$ cat src/hw/rtl/lss_pkg.sv
// ---------------------------------------------------------------------------
// lss_pkg: shared types, constants and helpers for the line search block
// Field widths, request kinds, register indexes and the character
// classification and folding helpers.
// ---------------------------------------------------------------------------
package lss_pkg;

   localparam int LINE_MAX_DEF = 64;
   localparam int TERM_MAX_DEF = 16;
   localparam int MAX_RESULTS  = 64;

   localparam int CP_W       = 21;
   localparam int LINE_NUM_W = 16;
   localparam int COL_W      = 6;
   localparam int LEN_W      = 5;
   localparam int CSR_IDX_W  = 4;
   localparam int CSR_DATA_W = 8;

   localparam int QUEUE_DEPTH = 2;
   localparam int QPTR_W      = 1;

   localparam logic [CSR_IDX_W-1:0] REG_WHOLE_WORD = 4'd0;
   localparam logic [CSR_IDX_W-1:0] REG_FOLD_CASE  = 4'd1;

   localparam logic [1:0] KIND_TERM      = 2'd0;
   localparam logic [1:0] KIND_TERM_LAST = 2'd1;
   localparam logic [1:0] KIND_LINE      = 2'd2;
   localparam logic [1:0] KIND_LINE_LAST = 2'd3;

   localparam logic [CP_W-1:0] CP_DIGIT_0    = 21'h30;
   localparam logic [CP_W-1:0] CP_DIGIT_9    = 21'h39;
   localparam logic [CP_W-1:0] CP_UPPER_A    = 21'h41;
   localparam logic [CP_W-1:0] CP_UPPER_Z    = 21'h5A;
   localparam logic [CP_W-1:0] CP_LOWER_A    = 21'h61;
   localparam logic [CP_W-1:0] CP_LOWER_Z    = 21'h7A;
   localparam logic [CP_W-1:0] CP_UNDERSCORE = 21'h5F;
   localparam logic [CP_W-1:0] CP_CASE_DELTA = 21'h20;

   typedef struct packed {
      logic [1:0]            kind;
      logic [CP_W-1:0]       cp;
      logic                  word;
      logic [LINE_NUM_W-1:0] line_number;
   } lss_entry_type;

   typedef struct packed {
      logic whole_word;
      logic fold_case;
   } lss_cfg_type;

   function automatic logic is_word_char(input logic [CP_W-1:0] c);
      return (c inside {[CP_DIGIT_0:CP_DIGIT_9]}) || (c inside {[CP_UPPER_A:CP_UPPER_Z]}) ||
             (c inside {[CP_LOWER_A:CP_LOWER_Z]}) || (c == CP_UNDERSCORE);
   endfunction

   function automatic logic [CP_W-1:0] fold_cp(input logic [CP_W-1:0] c, input logic ci);
      if (ci && (c inside {[CP_UPPER_A:CP_UPPER_Z]})) begin
         return c + CP_CASE_DELTA;
      end
      return c;
   endfunction

endpackage

$ cat src/hw/rtl/lss_req_if.sv
// ---------------------------------------------------------------------------
// lss_req_if: request channel
// Valid/ready channel carrying one term or line character.
// ---------------------------------------------------------------------------
interface lss_req_if;
   import lss_pkg::*;

   logic                  valid;
   logic                  ready;
   logic                  cmd;
   logic [CP_W-1:0]       code_point;
   logic                  last;
   logic [LINE_NUM_W-1:0] line_number;

   modport source (output valid, cmd, code_point, last, line_number, input ready);
   modport sink   (input valid, cmd, code_point, last, line_number, output ready);
endinterface

$ cat src/hw/rtl/lss_rsp_if.sv
// ---------------------------------------------------------------------------
// lss_rsp_if: result channel
// Valid/ready channel carrying one match or not-found result.
// ---------------------------------------------------------------------------
interface lss_rsp_if;
   import lss_pkg::*;

   logic                  valid;
   logic                  ready;
   logic                  found;
   logic [LINE_NUM_W-1:0] match_line;
   logic [COL_W-1:0]      column;
   logic [LEN_W-1:0]      match_length;
   logic                  end_of_results;
   logic                  overflow;

   modport source (output valid, found, match_line, column, match_length, end_of_results,
                   overflow, input ready);
   modport sink   (input valid, found, match_line, column, match_length, end_of_results,
                   overflow, output ready);
endinterface

$ cat src/hw/rtl/lss_csr_if.sv
// ---------------------------------------------------------------------------
// lss_csr_if: register write channel
// Valid/ready channel carrying a register index and write data.
// ---------------------------------------------------------------------------
interface lss_csr_if;
   import lss_pkg::*;

   logic                  valid;
   logic                  ready;
   logic [CSR_IDX_W-1:0]  index;
   logic [CSR_DATA_W-1:0] wdata;

   modport source (output valid, index, wdata, input ready);
   modport sink   (input valid, index, wdata, output ready);
endinterface

$ cat src/hw/rtl/line_substring_search.sv
// Flow: a term or line character passes the queue into its store; requests are taken
// one per cycle while the two-entry queue has room; it drains one per cycle only in idle.
// Line end: candidate starts are tried in turn, each compared character taking a
// registered line memory read; in whole-word mode each occurrence gets neighbor checks.
// Each result leaves through one output register.
// Reset: synchronous; clears control, registers and counts, no clearing pass on the stores.
// ---------------------------------------------------------------------------
// line_substring_search: substring search over a line of code points
// Term and line characters are queued, stored, and the line is searched at
// its last character; one result per match (up to MAX_RESULTS) or one not-found result.
// ---------------------------------------------------------------------------
module line_substring_search #(
   parameter int LINE_MAX = lss_pkg::LINE_MAX_DEF,
   parameter int TERM_MAX = lss_pkg::TERM_MAX_DEF
) (
   input  logic       clock,
   input  logic       reset,
   lss_req_if.sink    req_ch,
   lss_rsp_if.source  rsp_ch,
   lss_csr_if.sink    csr_ch
);
   import lss_pkg::*;

   logic          whole_word_ff, fold_case_ff;
   lss_cfg_type   cfg;
   logic          push_valid, push_ready, pop_valid, pop_ready;
   lss_entry_type push_data, pop_data;

   assign csr_ch.ready   = 1'b1;
   assign cfg.whole_word = whole_word_ff;
   assign cfg.fold_case  = fold_case_ff;

   always_ff @(posedge clock) begin
      if (reset) begin
         whole_word_ff <= 1'b0;
         fold_case_ff  <= 1'b0;
      end else if (csr_ch.valid) begin
         case (csr_ch.index)
            REG_WHOLE_WORD: whole_word_ff <= csr_ch.wdata[0];
            REG_FOLD_CASE:  fold_case_ff  <= csr_ch.wdata[0];
            default: ;
         endcase
      end
   end

   lss_front u_front (
      .req_ch     (req_ch),
      .push_valid (push_valid),
      .push_ready (push_ready),
      .push_data  (push_data)
   );

   lss_queue u_queue (
      .clock      (clock),
      .reset      (reset),
      .push_valid (push_valid),
      .push_ready (push_ready),
      .push_data  (push_data),
      .pop_valid  (pop_valid),
      .pop_ready  (pop_ready),
      .pop_data   (pop_data)
   );

   lss_back #(
      .LINE_MAX (LINE_MAX),
      .TERM_MAX (TERM_MAX)
   ) u_back (
      .clock     (clock),
      .reset     (reset),
      .cfg       (cfg),
      .pop_valid (pop_valid),
      .pop_ready (pop_ready),
      .pop_data  (pop_data),
      .rsp_ch    (rsp_ch)
   );

endmodule

$ cat src/hw/rtl/lss_front.sv
// ---------------------------------------------------------------------------
// lss_front: request intake
// Accepts requests, tags each with its kind and word-character class and
// pushes it into the queue.
// ---------------------------------------------------------------------------
module lss_front (
   lss_req_if.sink              req_ch,
   output logic                 push_valid,
   input  logic                 push_ready,
   output lss_pkg::lss_entry_type push_data
);
   import lss_pkg::*;

   logic [1:0] kind;

   always_comb begin
      case ({req_ch.cmd, req_ch.last})
         2'b00:   kind = KIND_TERM;
         2'b01:   kind = KIND_TERM_LAST;
         2'b10:   kind = KIND_LINE;
         default: kind = KIND_LINE_LAST;
      endcase
   end

   assign push_valid            = req_ch.valid;
   assign req_ch.ready          = push_ready;
   assign push_data.kind        = kind;
   assign push_data.cp          = req_ch.code_point;
   assign push_data.word        = is_word_char(req_ch.code_point);
   assign push_data.line_number = req_ch.line_number;

endmodule

$ cat src/hw/rtl/lss_queue.sv
// ---------------------------------------------------------------------------
// lss_queue: request queue
// Short FIFO between intake and search so each side stalls on its own.
// ---------------------------------------------------------------------------
module lss_queue (
   input  logic                   clock,
   input  logic                   reset,
   input  logic                   push_valid,
   output logic                   push_ready,
   input  lss_pkg::lss_entry_type push_data,
   output logic                   pop_valid,
   input  logic                   pop_ready,
   output lss_pkg::lss_entry_type pop_data
);
   import lss_pkg::*;

   lss_entry_type     entry_ff [QUEUE_DEPTH];
   logic [QPTR_W-1:0] wr_ptr_ff, wr_ptr_in;
   logic [QPTR_W-1:0] rd_ptr_ff, rd_ptr_in;
   logic [QPTR_W:0]   count_ff, count_in;
   logic              do_push, do_pop;

   assign push_ready = (count_ff != (QPTR_W+1)'(QUEUE_DEPTH));
   assign pop_valid  = (count_ff != '0);
   assign pop_data   = entry_ff[rd_ptr_ff];
   assign do_push    = push_valid && push_ready;
   assign do_pop     = pop_valid && pop_ready;

   always_comb begin
      wr_ptr_in = do_push ? wr_ptr_ff + 1'b1 : wr_ptr_ff;
      rd_ptr_in = do_pop ? rd_ptr_ff + 1'b1 : rd_ptr_ff;
      count_in  = count_ff;
      if (do_push && !do_pop) begin
         count_in = count_ff + 1'b1;
      end else if (do_pop && !do_push) begin
         count_in = count_ff - 1'b1;
      end
   end

   always_ff @(posedge clock) begin
      if (reset) begin
         wr_ptr_ff <= '0;
         rd_ptr_ff <= '0;
         count_ff  <= '0;
      end else begin
         wr_ptr_ff <= wr_ptr_in;
         rd_ptr_ff <= rd_ptr_in;
         count_ff  <= count_in;
      end
   end

   always_ff @(posedge clock) begin
      if (do_push) begin
         entry_ff[wr_ptr_ff] <= push_data;
      end
   end

endmodule

$ cat src/hw/rtl/lss_back.sv
// ---------------------------------------------------------------------------
// lss_back: store and search engine
// Loads term and line stores from the queue and, at line end, walks the
// line for leftmost non-overlapping occurrences, feeding the result register.
// ---------------------------------------------------------------------------
module lss_back #(
   parameter int LINE_MAX = lss_pkg::LINE_MAX_DEF,
   parameter int TERM_MAX = lss_pkg::TERM_MAX_DEF
) (
   input  logic                   clock,
   input  logic                   reset,
   input  lss_pkg::lss_cfg_type   cfg,
   input  logic                   pop_valid,
   output logic                   pop_ready,
   input  lss_pkg::lss_entry_type pop_data,
   lss_rsp_if.source              rsp_ch
);
   import lss_pkg::*;

   localparam int LINE_AW = $clog2(LINE_MAX);
   localparam int LCNT_W  = $clog2(LINE_MAX + 1);
   localparam int TERM_AW = (TERM_MAX > 1) ? $clog2(TERM_MAX) : 1;
   localparam int TCNT_W  = $clog2(TERM_MAX + 1);
   localparam int SUM_W   = ((LCNT_W > TCNT_W) ? LCNT_W : TCNT_W) + 1;
   localparam int RCNT_W  = $clog2(MAX_RESULTS + 1);
   localparam int LENT_W  = CP_W + 1;

   localparam logic [3:0] ST_IDLE  = 4'd0;
   localparam logic [3:0] ST_CHK   = 4'd1;
   localparam logic [3:0] ST_RD    = 4'd2;
   localparam logic [3:0] ST_CMP   = 4'd3;
   localparam logic [3:0] ST_LEFT  = 4'd4;
   localparam logic [3:0] ST_LCHK  = 4'd5;
   localparam logic [3:0] ST_RIGHT = 4'd6;
   localparam logic [3:0] ST_RCHK  = 4'd7;
   localparam logic [3:0] ST_ACC   = 4'd8;
   localparam logic [3:0] ST_FIN   = 4'd9;

   // line entries carry the word-character flag above the code point
   logic [LENT_W-1:0] line_mem [LINE_MAX];
   logic [CP_W-1:0]   term_mem [TERM_MAX];
   logic [LENT_W-1:0] line_rd_ff;
   logic [CP_W-1:0]   term_rd_ff;

   logic               line_we;
   logic [LINE_AW-1:0] line_wa, line_ra;
   logic               term_we;
   logic [TERM_AW-1:0] term_wa, term_ra;

   logic [3:0]            state_ff, state_in;
   logic [LCNT_W-1:0]     pos_ff, pos_in;
   logic [TCNT_W-1:0]     k_ff, k_in;
   logic [LCNT_W-1:0]     line_count_ff, line_count_in;
   logic [TCNT_W-1:0]     term_count_ff, term_count_in;
   logic                  term_restart_ff, term_restart_in;
   logic                  dropped_ff, dropped_in;
   logic [LINE_NUM_W-1:0] line_num_ff, line_num_in;
   logic [RCNT_W-1:0]     n_ff, n_in;
   logic                  pend_ff, pend_in;
   logic [COL_W-1:0]      pend_col_ff, pend_col_in;
   logic                  ok_ff, ok_in;

   logic                  rsp_valid_ff;
   logic                  found_ff, eor_ff, ovf_ff;
   logic [LINE_NUM_W-1:0] match_line_ff;
   logic [COL_W-1:0]      col_ff;
   logic [LEN_W-1:0]      len_ff;

   logic                  out_load, out_free;
   logic                  found_in, eor_in;
   logic [COL_W-1:0]      col_in;
   logic [LEN_W-1:0]      len_in;

   logic [SUM_W-1:0]  pos_ext, lc_ext, right_sum, rk_sum, left_sum;
   logic [TCNT_W-1:0] t_eff;
   logic              last_k, char_eq;

   assign pos_ext   = SUM_W'(pos_ff);
   assign lc_ext    = SUM_W'(line_count_ff);
   assign right_sum = pos_ext + SUM_W'(term_count_ff);
   assign rk_sum    = pos_ext + SUM_W'(k_ff);
   assign left_sum  = pos_ext - 1'b1;
   assign last_k    = (TCNT_W'(k_ff + 1'b1) == term_count_ff);
   assign char_eq   = (fold_cp(line_rd_ff[CP_W-1:0], cfg.fold_case) ==
                       fold_cp(term_rd_ff, cfg.fold_case));
   assign t_eff     = term_restart_ff ? '0 : term_count_ff;
   assign out_free  = !rsp_valid_ff || rsp_ch.ready;
   assign term_ra   = k_ff[TERM_AW-1:0];

   always_comb begin
      case (state_ff)
         ST_LEFT:  line_ra = left_sum[LINE_AW-1:0];
         ST_RIGHT: line_ra = right_sum[LINE_AW-1:0];
         default:  line_ra = rk_sum[LINE_AW-1:0];
      endcase
   end

   always_comb begin
      state_in        = state_ff;
      pos_in          = pos_ff;
      k_in            = k_ff;
      line_count_in   = line_count_ff;
      term_count_in   = term_count_ff;
      term_restart_in = term_restart_ff;
      dropped_in      = dropped_ff;
      line_num_in     = line_num_ff;
      n_in            = n_ff;
      pend_in         = pend_ff;
      pend_col_in     = pend_col_ff;
      ok_in           = ok_ff;
      pop_ready       = 1'b0;
      line_we         = 1'b0;
      line_wa         = line_count_ff[LINE_AW-1:0];
      term_we         = 1'b0;
      term_wa         = t_eff[TERM_AW-1:0];
      out_load        = 1'b0;
      found_in        = 1'b1;
      col_in          = pend_col_ff;
      len_in          = LEN_W'(term_count_ff);
      eor_in          = 1'b0;

      case (state_ff)
         ST_IDLE: begin
            pop_ready = 1'b1;
            if (pop_valid) begin
               if (pop_data.kind inside {KIND_TERM, KIND_TERM_LAST}) begin
                  if (t_eff < TCNT_W'(TERM_MAX)) begin
                     term_we       = 1'b1;
                     term_count_in = t_eff + 1'b1;
                  end else begin
                     term_count_in = t_eff;
                     dropped_in    = 1'b1;
                  end
                  term_restart_in = (pop_data.kind == KIND_TERM_LAST);
               end else begin
                  if (line_count_ff < LCNT_W'(LINE_MAX)) begin
                     line_we       = 1'b1;
                     line_count_in = line_count_ff + 1'b1;
                  end else begin
                     dropped_in = 1'b1;
                  end
                  if (pop_data.kind == KIND_LINE_LAST) begin
                     line_num_in = pop_data.line_number;
                     n_in        = '0;
                     pend_in     = 1'b0;
                     pos_in      = '0;
                     k_in        = '0;
                     state_in    = ST_CHK;
                  end
               end
            end
         end
         ST_CHK: begin
            if ((term_count_ff != '0) && (n_ff < RCNT_W'(MAX_RESULTS)) &&
                (right_sum <= lc_ext)) begin
               state_in = ST_RD;
            end else begin
               state_in = ST_FIN;
            end
         end
         ST_RD: begin
            state_in = ST_CMP;
         end
         ST_CMP: begin
            if (!char_eq) begin
               pos_in   = pos_ff + 1'b1;
               k_in     = '0;
               state_in = ST_CHK;
            end else if (last_k) begin
               ok_in    = 1'b1;
               state_in = ST_LEFT;
            end else begin
               k_in     = k_ff + 1'b1;
               state_in = ST_RD;
            end
         end
         ST_LEFT: begin
            if (!cfg.whole_word) begin
               state_in = ST_ACC;
            end else if (pos_ff != '0) begin
               state_in = ST_LCHK;
            end else begin
               state_in = ST_RIGHT;
            end
         end
         ST_LCHK: begin
            if (line_rd_ff[CP_W]) begin
               ok_in = 1'b0;
            end
            state_in = ST_RIGHT;
         end
         ST_RIGHT: begin
            if (cfg.whole_word && (right_sum < lc_ext)) begin
               state_in = ST_RCHK;
            end else begin
               state_in = ST_ACC;
            end
         end
         ST_RCHK: begin
            if (line_rd_ff[CP_W]) begin
               ok_in = 1'b0;
            end
            state_in = ST_ACC;
         end
         ST_ACC: begin
            // hold a new match while the previous match waits for the result register
            if (!(ok_ff && pend_ff && !out_free)) begin
               if (ok_ff && pend_ff) begin
                  out_load = 1'b1;
               end
               if (ok_ff) begin
                  pend_in     = 1'b1;
                  pend_col_in = COL_W'(pos_ff);
                  n_in        = n_ff + 1'b1;
               end
               pos_in   = LCNT_W'(right_sum);
               k_in     = '0;
               state_in = ST_CHK;
            end
         end
         ST_FIN: begin
            found_in = pend_ff;
            col_in   = pend_ff ? pend_col_ff : '0;
            len_in   = pend_ff ? LEN_W'(term_count_ff) : '0;
            eor_in   = 1'b1;
            if (out_free) begin
               out_load      = 1'b1;
               line_count_in = '0;
               dropped_in    = 1'b0;
               state_in      = ST_IDLE;
            end
         end
         default: begin
            state_in = ST_IDLE;
         end
      endcase
   end

   always_ff @(posedge clock) begin
      if (line_we) begin
         line_mem[line_wa] <= {pop_data.word, pop_data.cp};
      end
      line_rd_ff <= line_mem[line_ra];
   end

   always_ff @(posedge clock) begin
      if (term_we) begin
         term_mem[term_wa] <= pop_data.cp;
      end
      term_rd_ff <= term_mem[term_ra];
   end

   always_ff @(posedge clock) begin
      if (reset) begin
         state_ff        <= ST_IDLE;
         pos_ff          <= '0;
         k_ff            <= '0;
         line_count_ff   <= '0;
         term_count_ff   <= '0;
         term_restart_ff <= 1'b1;
         dropped_ff      <= 1'b0;
         n_ff            <= '0;
         pend_ff         <= 1'b0;
         ok_ff           <= 1'b0;
         rsp_valid_ff    <= 1'b0;
      end else begin
         state_ff        <= state_in;
         pos_ff          <= pos_in;
         k_ff            <= k_in;
         line_count_ff   <= line_count_in;
         term_count_ff   <= term_count_in;
         term_restart_ff <= term_restart_in;
         dropped_ff      <= dropped_in;
         n_ff            <= n_in;
         pend_ff         <= pend_in;
         ok_ff           <= ok_in;
         if (out_load) begin
            rsp_valid_ff <= 1'b1;
         end else if (rsp_ch.ready) begin
            rsp_valid_ff <= 1'b0;
         end
      end
   end

   always_ff @(posedge clock) begin
      line_num_ff <= line_num_in;
      pend_col_ff <= pend_col_in;
      if (out_load) begin
         found_ff      <= found_in;
         match_line_ff <= line_num_ff;
         col_ff        <= col_in;
         len_ff        <= len_in;
         eor_ff        <= eor_in;
         ovf_ff        <= dropped_ff;
      end
   end

   assign rsp_ch.valid          = rsp_valid_ff;
   assign rsp_ch.found          = found_ff;
   assign rsp_ch.match_line     = match_line_ff;
   assign rsp_ch.column         = col_ff;
   assign rsp_ch.match_length   = len_ff;
   assign rsp_ch.end_of_results = eor_ff;
   assign rsp_ch.overflow       = ovf_ff;

   a_notfound_is_final: assert property (@(posedge clock) disable iff (reset)
      (rsp_valid_ff && !found_ff) |-> eor_ff)
      else $error("not-found result without end_of_results");

   a_final_clears_line: assert property (@(posedge clock) disable iff (reset)
      (out_load && eor_in) |=> (state_ff == ST_IDLE) && (line_count_ff == '0))
      else $error("line state not cleared after final result");

   a_read_in_line: assert property (@(posedge clock) disable iff (reset)
      (state_ff == ST_RD) |-> (right_sum <= lc_ext))
      else $error("candidate reaches past the stored line");

   a_pending_counted: assert property (@(posedge clock) disable iff (reset)
      pend_ff |-> ((n_ff != '0) && (n_ff <= RCNT_W'(MAX_RESULTS))))
      else $error("pending match not reflected in result count");

endmodule
$ cat src/flat_wrapper.sv
// flat-port wrapper written by rule: the top's interface ports become plain ports
module line_substring_search_flat import lss_pkg::*;
#(
   parameter int LINE_MAX = lss_pkg::LINE_MAX_DEF,
   parameter int TERM_MAX = lss_pkg::TERM_MAX_DEF
)
  (clock, reset, req_ch_valid, req_ch_cmd, req_ch_code_point, req_ch_last, req_ch_line_number, req_ch_ready, rsp_ch_valid, rsp_ch_found, rsp_ch_match_line, rsp_ch_column, rsp_ch_match_length, rsp_ch_end_of_results, rsp_ch_overflow, rsp_ch_ready, csr_ch_valid, csr_ch_index, csr_ch_wdata, csr_ch_ready);
  lss_req_if req_ch_i ();
  lss_rsp_if rsp_ch_i ();
  lss_csr_if csr_ch_i ();
  input  logic clock;
  input  logic reset;
  input wire logic [$bits(req_ch_i.valid)-1:0] req_ch_valid;
  input wire logic [$bits(req_ch_i.cmd)-1:0] req_ch_cmd;
  input wire logic [$bits(req_ch_i.code_point)-1:0] req_ch_code_point;
  input wire logic [$bits(req_ch_i.last)-1:0] req_ch_last;
  input wire logic [$bits(req_ch_i.line_number)-1:0] req_ch_line_number;
  output wire logic [$bits(req_ch_i.ready)-1:0] req_ch_ready;
  output wire logic [$bits(rsp_ch_i.valid)-1:0] rsp_ch_valid;
  output wire logic [$bits(rsp_ch_i.found)-1:0] rsp_ch_found;
  output wire logic [$bits(rsp_ch_i.match_line)-1:0] rsp_ch_match_line;
  output wire logic [$bits(rsp_ch_i.column)-1:0] rsp_ch_column;
  output wire logic [$bits(rsp_ch_i.match_length)-1:0] rsp_ch_match_length;
  output wire logic [$bits(rsp_ch_i.end_of_results)-1:0] rsp_ch_end_of_results;
  output wire logic [$bits(rsp_ch_i.overflow)-1:0] rsp_ch_overflow;
  input wire logic [$bits(rsp_ch_i.ready)-1:0] rsp_ch_ready;
  input wire logic [$bits(csr_ch_i.valid)-1:0] csr_ch_valid;
  input wire logic [$bits(csr_ch_i.index)-1:0] csr_ch_index;
  input wire logic [$bits(csr_ch_i.wdata)-1:0] csr_ch_wdata;
  output wire logic [$bits(csr_ch_i.ready)-1:0] csr_ch_ready;
  assign req_ch_i.valid = req_ch_valid;
  assign req_ch_i.cmd = req_ch_cmd;
  assign req_ch_i.code_point = req_ch_code_point;
  assign req_ch_i.last = req_ch_last;
  assign req_ch_i.line_number = req_ch_line_number;
  assign req_ch_ready = req_ch_i.ready;
  assign rsp_ch_valid = rsp_ch_i.valid;
  assign rsp_ch_found = rsp_ch_i.found;
  assign rsp_ch_match_line = rsp_ch_i.match_line;
  assign rsp_ch_column = rsp_ch_i.column;
  assign rsp_ch_match_length = rsp_ch_i.match_length;
  assign rsp_ch_end_of_results = rsp_ch_i.end_of_results;
  assign rsp_ch_overflow = rsp_ch_i.overflow;
  assign rsp_ch_i.ready = rsp_ch_ready;
  assign csr_ch_i.valid = csr_ch_valid;
  assign csr_ch_i.index = csr_ch_index;
  assign csr_ch_i.wdata = csr_ch_wdata;
  assign csr_ch_ready = csr_ch_i.ready;
  line_substring_search #(.LINE_MAX(LINE_MAX), .TERM_MAX(TERM_MAX)) u_core (.clock(clock), .reset(reset), .req_ch(req_ch_i), .rsp_ch(rsp_ch_i), .csr_ch(csr_ch_i));
endmodule
$ cat config.mk
export PLATFORM = sky130hd
export DESIGN_NAME = line_substring_search_flat
export DESIGN_NICKNAME = d
export VERILOG_FILES = /design/src/hw/rtl/lss_pkg.sv /design/src/hw/rtl/lss_req_if.sv /design/src/hw/rtl/lss_rsp_if.sv /design/src/hw/rtl/lss_csr_if.sv /design/src/hw/rtl/line_substring_search.sv /design/src/hw/rtl/lss_front.sv /design/src/hw/rtl/lss_queue.sv /design/src/hw/rtl/lss_back.sv /design/src/flat_wrapper.sv
export SDC_FILE = /design/constraint.sdc
export NUM_CORES = 2
export LEC_CHECK = 0
export BUFFER_PORTS_ARGS = -buffer_cell sky130_fd_sc_hd__buf_2
export CELL_PAD_IN_SITES_DETAIL_PLACEMENT = 1
export CELL_PAD_IN_SITES_GLOBAL_PLACEMENT = 1
export CORE_ASPECT_RATIO = 1.5
export CORE_MARGIN = 1.5
export CORE_UTILIZATION = 44
export DETAILED_ROUTE_END_ITERATION = 8
export PLACE_DENSITY = 0.78
export SYNTH_ARGS = -nofsm -noshare
export SYNTH_HDL_FRONTEND = slang
export SYNTH_SLANG_ARGS = --single-unit
$ cat constraint.sdc
create_clock -name clock -period 4.5 [get_ports clock]
set_input_delay 0.9 -clock clock [delete_from_list [all_inputs] [get_ports clock]]
set_output_delay 0.9 -clock clock [all_outputs]
set_load 0.02 [all_outputs]
Yosys cells after proc, flatten, opt, wreduce, memory -nomap -nowiden
Memory sizes are Yosys's and may differ from the RTL's. A register that Yosys moved wholly into a read port is not among the register bits.
Index checks and enable logic that the tools add are counted.

storage, ports and cells
  logic and storage cells = 230
  RAM bits = 1824
  memories = 3
  bits in registers = 98
  input port bits = 56
  output and inout port bits = 33

memory list
  memory                   words  bits a word  rd ports  clocked after Yosys merged registers in  wr ports  RTL line         text
  u_core.u_back.line_mem   64     22           1         1                                        1         lss_back.sv:40   logic [LENT_W-1:0] line_mem [LINE_MAX];
  u_core.u_back.term_mem   16     21           1         1                                        1         lss_back.sv:41   logic [CP_W-1:0] term_mem [TERM_MAX];
  u_core.u_queue.entry_ff  2      40           1         1                                        1         lss_queue.sv:17  lss_entry_type entry_ff [QUEUE_DEPTH];

cells by class
  reductions and logical operators = 51
  $lt $le $gt $ge = 15
  $add $sub $neg = 14
  equality and inequality tests = 32
  multiplexer cells = 89
  bitwise logic cells = 2

operators with widths
  operator               number
  $ge 21x7->1 const B    4
  $le 21x7->1 const B    4
  $mux 21                4
  $mux 7                 11
  $mux 5                 10
  $add 21x6->21 const B  2
  $pmux 4 s10            1
  $mux 1                 38
  $mux 4                 8
  $pmux 7 s2             2
  $add 7x1->7 const B    3
  $eq 21x21->1           1
  $eq 21x7->1 const B    1
  $ge 21x6->1 const B    1
  $le 21x6->1 const B    1
  $pmux 7 s3             1
  $ne 2x2->1 const B     10
  $reduce_and 6->1       3
  $eq 4x3->1 const B     4
  $logic_and 1x1->1      16
  $pmux 5 s3             1
  $reduce_and 5->1       3
  $lt 7x7->1 const B     2
  $reduce_bool 2->1      7
  36 further kinds       65

Depth between registers and ports, before layout
  depth in word-level cells = 8
  gate-level depth with buffers = 18

Modules after synthesis
Synthesis repeated with hierarchy kept, for this count alone.

second synthesis, totals
  cells, all modules = 4877
  area total of the unflattened synthesis = 77795.9 sq um

by module, submodules not included
  module                 instances  cells each  area each (sq um)  seq. area each (sq um)
  lss_back               1          4661        74198.7            55593.3
  lss_queue              1          148         3095.5             2502.4
  lss_front              1          56          389.1              0.0
  line_substring_search  1          12          112.6              40.0

Worst setup path after synthesis
OpenSTA, ideal clock, no wires.

  path kind = register -> register
  from = register u_core.u_back.k_ff[0]
  to = register u_core.u_back.line_rd_ff[10] (read register of u_core.u_back.line_mem)
  setup time = 0.142 ns
  arrival = 4.141 ns
  stages on the path, launching flop included = 18
  required time = 4.358 ns
  period minus slack after synthesis = 4.283 ns
  path buffers = 5
  setup slack = 0.217 ns
  cell sequence = dfxtp_1 clkbuf_1 clkbuf_1 buf_1 inv_1 ha_1 nand2_1 fa_1 a21oi_1 nor2_1 nor2_1 xor2_1 nor2_1 a21oi_1 clkbuf_1 buf_1 mux2i_1 mux2i_1

between the ends
  word-level cells in the longest chain between the ends = 2

ends and longest elaborated chain
  item                      RTL line         text
  start: declaration        lss_back.sv:52   logic [TCNT_W-1:0] k_ff, k_in;
  start signal: assignment  lss_back.sv:269  k_ff <= k_in;
  $add 6x5->6               lss_back.sv:81   assign rk_sum = pos_ext + SUM_W'(k_ff);
  $pmux 6 s2                lss_back.sv:91   case (state_ff)
  end: declaration          lss_back.sv:42   logic [LENT_W-1:0] line_rd_ff;

Every way passes these cells.
A chain may end at the register's enable or synchronous reset.

Worst setup path in the final report
  from = register u_core.u_back.state_ff[3]
  to = register u_core.u_back.line_rd_ff[19] (read register of u_core.u_back.line_mem)

between the ends
  word-level cells in the longest chain between the ends = 2
  elaborated cells on any way between the ends = 3
  those cells by class = eq/ne: 2; mux: 1

ends and longest elaborated chain
  item                      RTL line         text
  start: declaration        lss_back.sv:50   logic [3:0] state_ff, state_in;
  start signal: assignment  lss_back.sv:267  state_ff <= state_in;
  $eq 4x3->1                lss_back.sv:91
  $pmux 6 s2 (*)            lss_back.sv:91

Every way passes the cells marked *; elsewhere a longest branch is shown, timed or not.

==> flow_summary.toml <==
[sta]
finalSetupViolCount = 0
finalSetupTns_ps = 0
fin_crit_sh_pct = 93.5
fmax_mhz = 238
worstMarginPinSlew_ps = 1330
setup_slack_ps = 291
hold_viol = 0
fin_crit_ps = 4210
finalMaxSlewViolations = 0
slew_headroom_pct = 11.1
rsz0062_at_grt = "false"
fin_skew_ps = 41.6

[grt]
grt_max_degree = 81
gr-usage-all-layers_pct = 22.2
antenna_found_initial = 7
overflow = 0
grt_pass1_vias = 39700
grt_first_pass_wirelength_um = 281000

[pwr]
power.density_mw_per_mm2 = 506
peakVddDrop_uv = 426
p_leak_uw = 0.0287

[drt]
wl_um = 194000
vias_per_cell = 5.96
drc = 0
postRouteAntennaNets = 0
drt_iter0_drc = 3566
vias = 37200
wl_per_cell_um = 31.0
drt_first_pass_iters = 7

[cells_and_area]
syn2layout_area_growth_pct = 13.3
fill_cells = 15500
fin_area_mm2 = 0.0869
drive_gt1_share_pct = 28.2
fin_nets = 3927

[clock_network]
cts.htree.levels = 4
cts_hold_buf = 0
clock-sinks = 1966
ctsRootBufferMaster = "clkbuf_16"
cts_buffers = 165
cts_tree = "built"
clkTransAtPathRegs_ps = 70
clock_latency_ps = 810
cts_buffer_depth = 3
post_cts_buffers = 0
cts_resized = 0

[hold_path]
hp-class = "input pin to register"
holdPathStages = 1

[synth]
ys_seq_elements = 1966
synth.area.top_cells = "edfxtp_1 74%, mux4_2 13%, mux2i_1 4.4%"
async_flop_share_pct = 0
syn_area_mm2 = 0.0766
ys_types = 77
synth_top_cell_by_area = "edfxtp_1"
syn_nets = 3639
netlist_instances = 3549
synth-main-ff-cell = "edfxtp_1"
syn_area_per_cell_um2 = 21.6
yosysSeqAreaShare_pct = 75.9
synth_top_area_share_pct = 73.5
yosysWarnings = 0
synth-edff-count = 1876
ys_top_cells_by_count = "1,876 x edfxtp_1, 457 x mux4_2, 336 x mux2i_1, 132 x nor2_1, 90 x dfxtp_1"
synth.most_common_cell = "edfxtp_1"

[floorplanning]
io_pins = 89
dieHeight_um = 514
row_count = 187
core_area_mm2 = 0.173
initial_core_util_pct = 44.3
die_w_um = 344
die-area_mm2 = 0.177

[setup_path]
setup.worst_path.end_class = "register"
critPathMostFrequentCell = "mux2i_1"
cp_cell_sequence = "nor2_1 -> nand3_1 -> nand2_1 -> ha_1 -> inv_1 -> fa_1 -> xnor2_1 -> nor2_1 -> a21oi_4 -> buf_12 -> buf_4 -> mux2i_1 -> mux2i_1 -> mux2i_1 -> mux2i_1"
slowest_stage = "mux2i_1"
required_ps = 5160
start_kind = "register"
critPathMaxStageDelay_ps = 580
r2r_cells = 15
path_class = "register to register"
cp_max_fo = 29
crit_arrival_ps = 4870

[job]
cap_violations = 0

[place]
place_congestion = 0.844
place_area_mm2 = 0.0813
hpwl_um = 116000
pre_cts_slack_ps = 376
port_buffers = 80

[outcome]
status = "completed"
==> metrics by stage <==
step                      cells  power [uW]  util, %  hold slack [ps]
after floorplan            3549       26300        -              400
after global placement     5938       29200     47.0              402
after detailed placement   5938       29600     47.0              406
after CTS                  6245       44100     50.2              210
after global routing       6246       44900     50.2              243
final                      6247       43900     50.2              272
==> registers in the layout (all words and copies together), names as in the netlist, 2 cells and up, named ones only <==
signal and cells:
u_core.u_back.k_ff 5, u_core.u_back.line_count_ff 7, u_core.u_back.line_mem 1408, u_core.u_back.line_num_ff 16
u_core.u_back.line_rd_ff 22, u_core.u_back.n_ff 7, u_core.u_back.pend_col_ff 6, u_core.u_back.pos_ff 7
u_core.u_back.rsp_ch.column 6, u_core.u_back.rsp_ch.match_length 5, u_core.u_back.rsp_ch.match_line 16, u_core.u_back.state_ff 4
u_core.u_back.term_count_ff 5, u_core.u_back.term_mem 336, u_core.u_back.term_rd_ff 21, u_core.u_queue.count_ff 2
u_core.u_queue.entry_ff 80
==> layout make-up <==
cell class | instances | area (um^2) | area share (%)
Clock inverter | 100 | 1130 | 1.30
Tap cell | 2268 | 2840 | 3.27
Sequential cell | 1966 | 58100 | 66.9
Inverter | 41 | 154 | 0.177
Timing Repair Buffer | 286 | 2420 | 2.79
Antenna cell | 2 | 5.00 | 0.00576
Multi-Input combinational cell | 1377 | 17800 | 20.4
Clock buffer | 207 | 4410 | 5.07
==> cell usage in the layout, fill, tap and decap left out, drive strengths merged, types with 7 or more instances in the layout <==
master  Yosys  routed
xor2       29      29
a31oi       7       7
and2       18      18
edfxtp   1876    1876
mux4      457     457
o21ai      21      21
nand4      10      10
nor2b      21      21
xnor2      22      22
a211oi      8       8
nand2b      9       9
ha         32      32
mux2       38      38
buf       126     286
mux2i     337     337
clkbuf     39     207
nor4       21      21
nor3       10      10
and3       10      10
clkinv      0      69
a21oi      41      41
nand3      28      28
dfxtp      90      90
or3         7       7
inv        41      52
bufinv      0      16
nand2      43      43
nor2      134     134
==> critical path: cells and delay by family (launching register included) <==
family / cells / cell delay, ps
compound gates: 1 / 200
xor+xnor: 1 / 190
fa+ha+maj: 2 / 590
buf+inv: 3 / 690
flops: 1 / 390
mux: 4 / 1290
simple gates: 4 / 690
==> power by group <==
group / total [uW] / internal [uW] / switching, uW
clock network: 14700 / 7990 / 6690
logic: 6910 / 2210 / 4700
registers: 22400 / 21900 / 404
==> cell families (layout without fill, tap and decap cells) <==
| kind of cell | count (synthesis) | in the layout | synth area share [%] |
|---|---|---|---|
| compound gates | 126 | 126 | 1.13 |
| xor+xnor | 51 | 51 | 0.583 |
| fa+ha+maj | 34 | 34 | 0.575 |
| buf+inv | 206 | 634 | 1.28 |
| flops | 1966 | 1966 | 75.9 |
| mux | 832 | 832 | 18.4 |
| other cells | 1 | 3 | 0.00489 |
| simple gates | 333 | 333 | 2.17 |
==> per-layer routing <==
layer | GRT usage (%) | wire [um] | vias to the layer above
met3 | 2.98 | 11200 | 417
met4 | 9.64 | 8430 | 6
met5 | 0 | 40 | -
li1 | - | - | 15200
met2 | 39.7 | 104000 | 1549
met1 | 26.6 | 70100 | 20000
==> path summary, 6_finish.rpt <==
path / from / end / slack [ps]
worst max-delay path: u_core.u_back.state_ff[3] / u_core.u_back.line_rd_ff[19] / 290
worst min-delay path: req_ch_line_number[10] / u_core.u_queue.entry_ff[1][10] / 270
worst max register to register: u_core.u_back.state_ff[3] / u_core.u_back.line_rd_ff[19] / 290
worst min register to register: u_core.u_back.line_num_ff[12] / u_core.u_back.rsp_ch.match_line[12] / 420
No activity file was read; power rests on OpenSTA's default activity.
